==> src/hdl/taiir_pkg.sv <==
package taiir_pkg;

    localparam int HistDepth = 4;
    localparam int CoefWidth = 32;
    localparam int ErrWidth = 33;
    localparam int DriveWidth = 48;
    localparam int AccWidth = 84;
    localparam int FracShift = 28;
    localparam int ErrScale = 16;
    localparam int CfgIndexWidth = 3;

    typedef logic signed [CoefWidth-1:0] coef_t;
    typedef logic signed [ErrWidth-1:0] err_t;
    typedef logic signed [DriveWidth-1:0] drive_t;

    typedef enum logic [CfgIndexWidth-1:0] {
        REG_COEF_DRIVE_OLDEST = 3'd0,
        REG_COEF_DRIVE_THIRD  = 3'd1,
        REG_COEF_DRIVE_SECOND = 3'd2,
        REG_COEF_ERROR_OLDEST = 3'd3,
        REG_COEF_ERROR_THIRD  = 3'd4,
        REG_COEF_ERROR_SECOND = 3'd5,
        REG_COEF_ERROR_NEWEST = 3'd6
    } cfg_index_t;

    typedef struct packed {
        coef_t drive_oldest;
        coef_t drive_third;
        coef_t drive_second;
        coef_t error_oldest;
        coef_t error_third;
        coef_t error_second;
        coef_t error_newest;
    } coef_set_t;

    localparam coef_t RstDriveOldest = 32'sd355543650;
    localparam coef_t RstDriveThird  = -32'sd973834057;
    localparam coef_t RstDriveSecond = 32'sd886725863;
    localparam coef_t RstErrorOldest = -32'sd3300156;
    localparam coef_t RstErrorThird  = 32'sd2176994;
    localparam coef_t RstErrorSecond = 32'sd3232959;
    localparam coef_t RstErrorNewest = -32'sd2243836;

endpackage

==> src/hdl/taiir_cfg.sv <==
module taiir_cfg (
    input  logic                                   clk,
    input  logic                                   rst_n,
    input  logic                                   wr_en,
    input  logic [taiir_pkg::CfgIndexWidth-1:0]    wr_index,
    input  logic [taiir_pkg::CoefWidth-1:0]        wr_data,
    output taiir_pkg::coef_set_t                   coefs
);

    taiir_pkg::coef_set_t coefs_reg;
    taiir_pkg::coef_set_t coefs_next;

    always_comb
    begin
        coefs_next = coefs_reg;
        if (wr_en)
        begin
            case (wr_index)
                taiir_pkg::REG_COEF_DRIVE_OLDEST: coefs_next.drive_oldest = wr_data;
                taiir_pkg::REG_COEF_DRIVE_THIRD:  coefs_next.drive_third  = wr_data;
                taiir_pkg::REG_COEF_DRIVE_SECOND: coefs_next.drive_second = wr_data;
                taiir_pkg::REG_COEF_ERROR_OLDEST: coefs_next.error_oldest = wr_data;
                taiir_pkg::REG_COEF_ERROR_THIRD:  coefs_next.error_third  = wr_data;
                taiir_pkg::REG_COEF_ERROR_SECOND: coefs_next.error_second = wr_data;
                taiir_pkg::REG_COEF_ERROR_NEWEST: coefs_next.error_newest = wr_data;
                default:                          coefs_next = coefs_reg;
            endcase
        end
    end

    always_ff @(posedge clk or negedge rst_n)
    begin
        if (!rst_n)
        begin
            coefs_reg.drive_oldest <= taiir_pkg::RstDriveOldest;
            coefs_reg.drive_third  <= taiir_pkg::RstDriveThird;
            coefs_reg.drive_second <= taiir_pkg::RstDriveSecond;
            coefs_reg.error_oldest <= taiir_pkg::RstErrorOldest;
            coefs_reg.error_third  <= taiir_pkg::RstErrorThird;
            coefs_reg.error_second <= taiir_pkg::RstErrorSecond;
            coefs_reg.error_newest <= taiir_pkg::RstErrorNewest;
        end
        else
        begin
            coefs_reg <= coefs_next;
        end
    end

    assign coefs = coefs_reg;

endmodule

==> config.mk <==
export PLATFORM = sky130hd
export DESIGN_NAME = taiir_cfg
export DESIGN_NICKNAME = d
export VERILOG_FILES = /design/src/hdl/taiir_pkg.sv /design/src/hdl/taiir_cfg.sv
export SDC_FILE = /design/constraint.sdc
export NUM_CORES = 1
export LEC_CHECK = 0
export BUFFER_PORTS_ARGS = -buffer_cell sky130_fd_sc_hd__buf_4
export CAP_MARGIN = 0
export CORE_ASPECT_RATIO = 1.25
export CORE_MARGIN = 5
export CORE_UTILIZATION = 45
export CTS_CLUSTER_DIAMETER = 50
export DETAILED_ROUTE_END_ITERATION = 7
export HOLD_SLACK_MARGIN = 0.06
export PLACE_DENSITY = 0.76
export SLEW_MARGIN = 20
export SYNTH_ARGS = -nofsm -noshare
export SYNTH_HDL_FRONTEND = slang
export SYNTH_SLANG_ARGS = --single-unit
==> constraint.sdc <==
create_clock -name clk -period 0.9 [get_ports clk]
set_clock_uncertainty 0.05 [all_clocks]
set_input_delay 0.045 -clock clk [delete_from_list [all_inputs] [get_ports clk]]
set_output_delay 0.045 -clock clk [all_outputs]
set_load 0.01 [all_outputs]
==> results of run 1 <==
==> report_power, final <==
part / switching, mW / internal [mW] / total (mW) / leakage (nW)
Combinational: 4.09 / 7.88 / 12.0 / 3.68
Sequential: 2.01 / 13.1 / 15.2 / 2.52
Clock: 3.92 / 5.90 / 9.82 / 0.384
Total: 10.0 / 26.9 / 36.9 / 6.59
==> cells in the mapped netlist <==
master	count	area share, %
nand4b_1	3	0.31
buf_2	16	0.94
nor4bb_1	3	0.35
nor4b_4	1	0.28
mux2_2	185	24
mux2_1	39	5.2
buf_4	12	1.1
dfrtp_1	113	33
dfstp_2	111	34
==> stage by stage <==
stage               hold slack, ns  TNS (ns)
floorplan                  -0.3006    -56.66
global placement           -0.1278    -87.45
detailed placement         -0.1278    -91.72
CTS                       -0.07810    -67.22
global route              -0.07364    -75.19
finish                    -0.08024    -66.74
==> worst reg2reg max path, cell delays in order, from the launching register on <==
cell	delay, ns
dfrtp_1	0.43
buf_6	0.14
mux2_4	0.27
==> what timing repair did <==
| action | CTS | global route |
|---|---|---|
| resized for setup | 234 | 67 |
| buffers inserted | 68 | 38 |
| endpoints found under the hold margin | 448 | 9 |
| pin swaps | 0 | 2 |
| setup endpoints to repair | 224 | 293 |
==> routing by layer <==
| metal | up-vias | GRT usage, % | part of all wire (%) |
|---|---|---|---|
| met1 | 3072 | 28.05 | 37 |
| met3 | 57 | 4.657 | 5.2 |
| met2 | 225 | 43.83 | 54 |
| met4 | 0 | 7.278 | 3.4 |
| li1 | 2506 | - | - |
| met5 | - | 0 | 0 |
==> kinds of logic after synthesis <==
family                 after synthesis
buffers and inverters               28
flip-flops                         224
multiplexers                       224
AND/OR/NAND/NOR                      7
==> area by class of cell <==
cell class	count	area, um2	area share [%]
Multi-Input combinational cell	231	3090	21.77
Clock inverter	9	123.9	0.8726
Timing Repair Buffer	401	4297	30.27
Sequential cell	224	5744	40.47
Clock buffer	32	649.4	4.575
Tap cell	232	290.3	2.045
==> worst max path at each step <==
stage                           start    endpoint  slack, ns  cells past startpoint
after CTS                  coefs[135]  coefs[135]      -0.38                      1
after global placement    wr_index[1]   coefs[92]      -0.46                      4
after floorplan           wr_index[2]  coefs[192]      -0.35                      4
after global routing       coefs[160]  coefs[160]      -0.41                      1
after detailed placement  wr_index[2]  coefs[202]      -0.52                      4
final                       coefs[85]   coefs[85]      -0.39                      1
==> results.toml, run 1 <==
[hold_path]
hold_path_class = "primary input to async pin"

[layout]
fin_util_pct = 75.88
mostFrequentLayoutCell = "buf_6"
fill_cells = 974
final_cell_mix = "buf_6 (279), mux2_4 (118), dfrtp_1 (113)"
final_cells = 1129
finalInstanceArea_um2 = 14190
diodes = 0
largest_reg_flops = 224
drive_gt1_share_pct = 81.05
synthToLayoutAreaGrowth_pct = 66.67
final_nets = 919

[critical_path]
reg2reg_slack_ns = -0.11
cp_max_fo = 2
max_stage_delay_ns = 0.58
timing.rr.end = "coefs[188]"
cp_num_buf_inv = 1
worstReg2RegStart = "coefs[188]"
path_cells = "buf_6"
cp_top_family = "flip-flops"
required_ns = 0.81
r2r_cells = 2
path_class = "register to output pin"
endpoint_kind = "output pin"
crit_path_top_delay_cell = "dfstp_2"
arrival_ns = 1.19
critPathLaunchType = "register"

[placed_design]
place_area_um2 = 11310
routabilityCongestion = 0.7573
place_ws_ns = -0.5152
hpwl_um = 15950
io_buffers = 261
dpl.cell_count = 968

[clock_tree]
cts_root_buffer = "clkbuf_16"
clock_path_buffers = 3
cts_sinks = 224
cts_tree = "yes"
clock_latency_ns = 0.50
htreeDepth = 1
clk_pin_slew_ns = 0.06
numCtsBuffers = 23
cts_hold_buf = 33

[yosys]
yosysUniqueCellTypes = 9
synthMuxAreaShare_pct = 29.62
synth-adder-area-share_pct = 0
synthCells = 483
yosys_warnings = 0
syn_avg_cell_area_um2 = 17.63
synth_top_family_by_area = "multiplexers"
syn_area_um2 = 8517
synth_compound_area_share_pct = 0
yosys.area_share.simple_pct = 0.9402
synth_nets = 521
synth_xor_area_share_pct = 0
ys_seq_area_share_pct = 67.45
ys_ff_latch = 224

[grt]
grt_overflow = 0
grt_max_degree = 56
grt_use_total_pct = 23.79
grt_pass1_vias = 6700
antenna_found_initial = 0
grt_pass1_wl_um = 40430

[floorplanning]
core_area_um2 = 18710
initial_core_util_pct = 45.53
num_rows = 56
die_x_um = 133.1
pin_count = 262
die_area_um2 = 21790
dieHeight_um = 163.8

[sta]
max_slew_margin_pct = 79.82
fin_ws_ns = -0.3853
fin_hold_ws_ns = -0.08024
period_needed_ns = 1.285
drv_slew = 0
fmax_mhz = 778.0
hold_viol = 9
worstMarginPinSlew_ns = 0.3026
period_share_pct = 142.8
finalSetupViolCount = 288
grt_setup_unrepaired = "yes"

[route]
viasPerCell = 5.190
drc = 0
firstDrtPassIters = 5
antenna_left = 0
route.vias.total = 5860
finalWirelength_um = 27770
routedWlPerCell_um = 24.60
drt_iter0_drc = 213

[status]
status = "finished with violations"
violations = "hold timing, setup timing"

[job]
drv_cap = 0

[power_and_ir_drop]
vdd_drop_max_mv = 1.699
pwr_density_cell_nw_per_um2 = 2603
p_leak_nw = 6.586
total_power_mw = 36.94
(Power assumes the default switching activity.)
==> inputs of run 2 (changes only) <==
Settings changed: SKIP_CTS_REPAIR_TIMING set to 1.
==> run 2 against run 1 <==
Effect of this change: cell area shrank 2.6%; the flow still finishes with violations (hold timing, setup timing); combinational power shrank 7%; critical path depth is the same; global-route usage shrank 3.4 points; clock power shrank 0.5%; register-to-register slack is essentially flat; critical path type unchanged; sequential share of layout area grew 1.1 points; sequential power is essentially flat.
==> results.toml, run 2 (synthesis results as in run 1) <==
[hold_path]
hold_path_class = "primary input to async pin"

[critical_path]
worstReg2RegStart = "coefs[188]"
arrival_ns = 1.17
max_stage_delay_ns = 0.57
critPathLaunchType = "register"
cp_top_family = "flip-flops"
reg2reg_slack_ns = -0.11
r2r_cells = 2
path_class = "register to output pin"
crit_path_top_delay_cell = "dfstp_2"
cp_num_buf_inv = 1
endpoint_kind = "output pin"
required_ns = 0.81
timing.rr.end = "coefs[188]"
cp_max_fo = 2
path_cells = "buf_6"

[power_and_ir_drop]
total_power_mw = 35.91
p_int_mw = 26.27
pwr_density_cell_nw_per_um2 = 2598
seqPwrFrac_pct = 41.8
vdd_drop_max_mv = 1.717
p_leak_nw = 6.366
p_sw_mw = 9.642
p_comb_share_pct = 31.0
swShare_pct = 26.85
clkPwrFrac_pct = 27.2

[layout]
multi_input_area_um2 = 3034
fin_util_pct = 73.88
fill_cells = 1035
regArea_um2 = 5744
finalInstanceArea_um2 = 13820
mostFrequentLayoutCell = "buf_6"
diodes = 0
final_cell_mix = "buf_6 (238), dfrtp_1 (113), dfstp_2 (111)"
drive_gt1_share_pct = 79.95
final_nets = 895
largest_reg_flops = 224
synthToLayoutAreaGrowth_pct = 62.29
final_cells = 1105

[grt]
grt_use_total_pct = 20.41
antenna_found_initial = 0
grt_max_degree = 56
grt_pass1_vias = 5887
grt_overflow = 0
grt_pass1_wl_um = 35120

[status]
status = "finished with violations"
violations = "hold timing, setup timing"

[clock_tree]
numCtsBuffers = 23
clock_path_buffers = 3
cts_root_buffer = "clkbuf_16"
htreeDepth = 1
cts_sinks = 224
clk_pin_slew_ns = 0.06
clock_latency_ns = 0.49
cts_tree = "yes"

[placed_design]
dpl.cell_count = 968
place_area_um2 = 11310
hpwl_um = 15950
routabilityCongestion = 0.7573
io_buffers = 261
place_ws_ns = -0.5152

[route]
viasPerCell = 5.175
finalWirelength_um = 26430
antenna_left = 0
firstDrtPassIters = 4
route.vias.total = 5718
drt_iter0_drc = 243
drc = 0
routedWlPerCell_um = 23.91

[sta]
hold_viol = 9
max_slew_margin_pct = 79.59
worstMarginPinSlew_ns = 0.3061
fin_hold_ws_ns = -0.06818
period_needed_ns = 1.269
tns_ns = -64.71
fin_ws_ns = -0.3691
period_share_pct = 141.0
grt_setup_unrepaired = "yes"
finalSetupViolCount = 274
drv_slew = 0
fmax_mhz = 787.9

[floorplanning]
initial_core_util_pct = 45.53
die_area_um2 = 21790
dieHeight_um = 163.8
core_area_um2 = 18710
die_x_um = 133.1
pin_count = 262
num_rows = 56

[job]
drv_cap = 0
-- run 2: changes by cell type in the layout (fill, tap and decap cells not counted) --
cell	previous run	this run
mux2_2	90	100
mux2_4	118	103
clkbuf_16	23	24
buf_6	279	238
mux2_1	16	21
buf_4	76	92
-- run 2: layer usage --
| metal | up-vias | GRT usage (%) | share of wire (%) |
|---|---|---|---|
| met1 | 2993 | 25.80 | 38 |
| met5 | - | 0 | 0 |
| li1 | 2454 | - | - |
| met3 | 46 | 4.504 | 5.5 |
| met2 | 225 | 34.70 | 53 |
| met4 | 0 | 7.372 | 3.0 |
-- run 2: worst max-delay path by stage --
stage,start,end,cells after the start
after floorplan,wr_index[2],coefs[192],4
after global placement,wr_index[1],coefs[92],4
after detailed placement,wr_index[2],coefs[202],4
after CTS,coefs[138],coefs[138],1
after global routing,coefs[182],coefs[182],1
final,coefs[180],coefs[180],1
-- run 2: layout make-up --
class                   instances  share of cell area [%]
clock buffers                  32                   4.698
well taps                     232                   2.100
repair buffers                377                   28.80
multi-input cells             231                   21.95
flip-flops and latches        224                   41.56
clock inverters                 9                  0.8962
-- run 2: power groups by stage --
stage / clock network (mW) / logic (mW) / registers (mW)
3_5_place_dp: 0 / 8.55 / 14.7
3_3_place_gp: 0 / 8.33 / 14.5
6_report: 9.77 / 11.1 / 15.0
5_1_grt: 10.4 / 11.6 / 15.3
4_1_cts: 9.89 / 8.58 / 14.5
2_1_floorplan: 0 / 2.70 / 15.4
==> inputs of run 3 (changes only) <==
Settings changed: BUFFER_PORTS_ARGS -buffer_cell sky130_fd_sc_hd__buf_4 to not set, DONT_BUFFER_PORTS set to 1, PLACE_DENSITY 0.76 to 0.65, TNS_END_PERCENT set to 20.
==> run 3 against run 2 <==
Effect of this change: the flow still finishes with violations (hold timing, setup timing); core utilization fell by 11 points; first-iteration DRC count fell by 42%; critical path depth did not move; via count fell by 16%; maximum frequency rose by 2.5%; wire length fell by 19%; worst hold slack got worse by 0.74 ns; cell area fell by 15%; non-clock buffer count fell by 189; die area did not move; flip-flop and latch count did not move; largest cell class unchanged.
==> results.toml, run 3 (synthesis results as in run 1) <==
[route]
drc = 0
viasPerCell = 5.274
drt_iter0_drc = 142
firstDrtPassIters = 4
antenna_left = 0
route.vias.total = 4831
routedWlPerCell_um = 23.35
finalWirelength_um = 21390

[grt]
grt_pass1_wl_um = 31970
grt_overflow = 0
antenna_found_initial = 1
grt_max_degree = 225
grt_use_total_pct = 18.63
grt_pass1_vias = 5312

[power_and_ir_drop]
vdd_drop_max_mv = 2.213
total_power_mw = 32.31
p_leak_nw = 5.108
pwr_density_cell_nw_per_um2 = 2752

[critical_path]
cp_max_fo = 2
cp_num_buf_inv = 1
cp_top_family = "flip-flops"
cp_num_cells = 1
path_cells = "buf_6"
r2r_cells = 2
crit_path_top_delay_cell = "dfstp_2"
required_ns = 0.81
path_class = "register to output pin"
endpoint_kind = "output pin"
max_stage_delay_ns = 0.54
critPathLaunchType = "register"
arrival_ns = 1.14

[floorplanning]
die_x_um = 133.1
num_rows = 56
die_area_um2 = 21790
initial_core_util_pct = 45.53
pin_count = 262
core_area_um2 = 18710
dieHeight_um = 163.8

[sta]
worstMarginPinSlew_ns = 0.5172
hold_viol = 280
fin_hold_ws_ns = -0.8065
fmax_mhz = 807.6
drv_slew = 0
period_needed_ns = 1.238
finalSetupViolCount = 224
period_share_pct = 137.6
grt_setup_unrepaired = "yes"
max_slew_margin_pct = 65.52
fin_ws_ns = -0.3383

[status]
status = "finished with violations"
violations = "hold timing, setup timing"

[layout]
regArea_um2 = 5744
largest_reg_flops = 224
multi_input_area_um2 = 2768
fill_cells = 1345
mostFrequentLayoutCell = "mux2_2"
final_cells = 916
synthToLayoutAreaGrowth_pct = 37.87
final_cell_mix = "mux2_2 (160), buf_6 (137), dfrtp_1 (113)"
final_nets = 705
drive_gt1_share_pct = 73.50

[hold_path]
hold_path_class = "primary input to async pin"

[clock_tree]
cts_sinks = 224
clock_path_buffers = 3
clk_pin_slew_ns = 0.07
cts_root_buffer = "clkbuf_16"
cts_tree = "yes"
htreeDepth = 1
numCtsBuffers = 22
clock_latency_ns = 0.50

[placed_design]
routabilityCongestion = 0.7465
hpwl_um = 13990
io_buffers = 0
dpl.cell_count = 841

[job]
drv_cap = 0
run 3: stage by stage:
stage	utilization, %	instance area [um2]	worst slack, ns	hold WS (ns)	setup TNS (ns)
5_1_grt	62.77	11740	-0.3880	-0.8370	-62.24
3_3_place_gp	53.77	10060	-0.3072	-0.2909	-41.81
3_5_place_dp	53.77	10060	-0.3617	-0.2897	-46.38
2_1_floorplan	-	8703	-0.3505	-0.3006	-52.79
4_1_cts	58.21	10890	-0.3874	-0.8274	-59.91
6_report	62.77	11740	-0.3383	-0.8065	-52.94
run 3: report_power, final:
part	total [mW]	switching, mW	internal (mW)
clock	10.3	3.81	6.50
sequential	15.3	2.11	13.2
combinational	6.73	2.35	4.39
run 3: final cells by class:
type                       instances  share of cell area [%]
sequential                       224                   48.92
clock buffer                      29                   5.519
clock inverter                    11                   1.566
timing repair buffer             188                   17.93
tap                              232                   2.472
antenna                            1                 0.02131
multi-input combinational        231                   23.57
run 3: final timing paths:
kind / from / endpoint / slack [ns]
setup / recovery: coefs[73] / coefs[73] / -0.34
hold / removal: rst_n / coefs[132] / -0.81
min in group clk: wr_index[2] / coefs[204] / -0.08
max in group asynchronous: rst_n / coefs[157] / 1.13
hold reg to reg: coefs[211] / coefs[211] / 0.47
setup reg to reg: coefs[70] / coefs[70] / 0.01
run 3: metal layers:
metal / track usage, % / vias to the layer above / part of all wire, %
li1: - / 2081 / -
met1: 22.90 / 2515 / 38
met2: 31.42 / 195 / 50
met3: 6.495 / 40 / 8.5
met4: 5.057 / 0 / 2.8
met5: 0 / - / 0
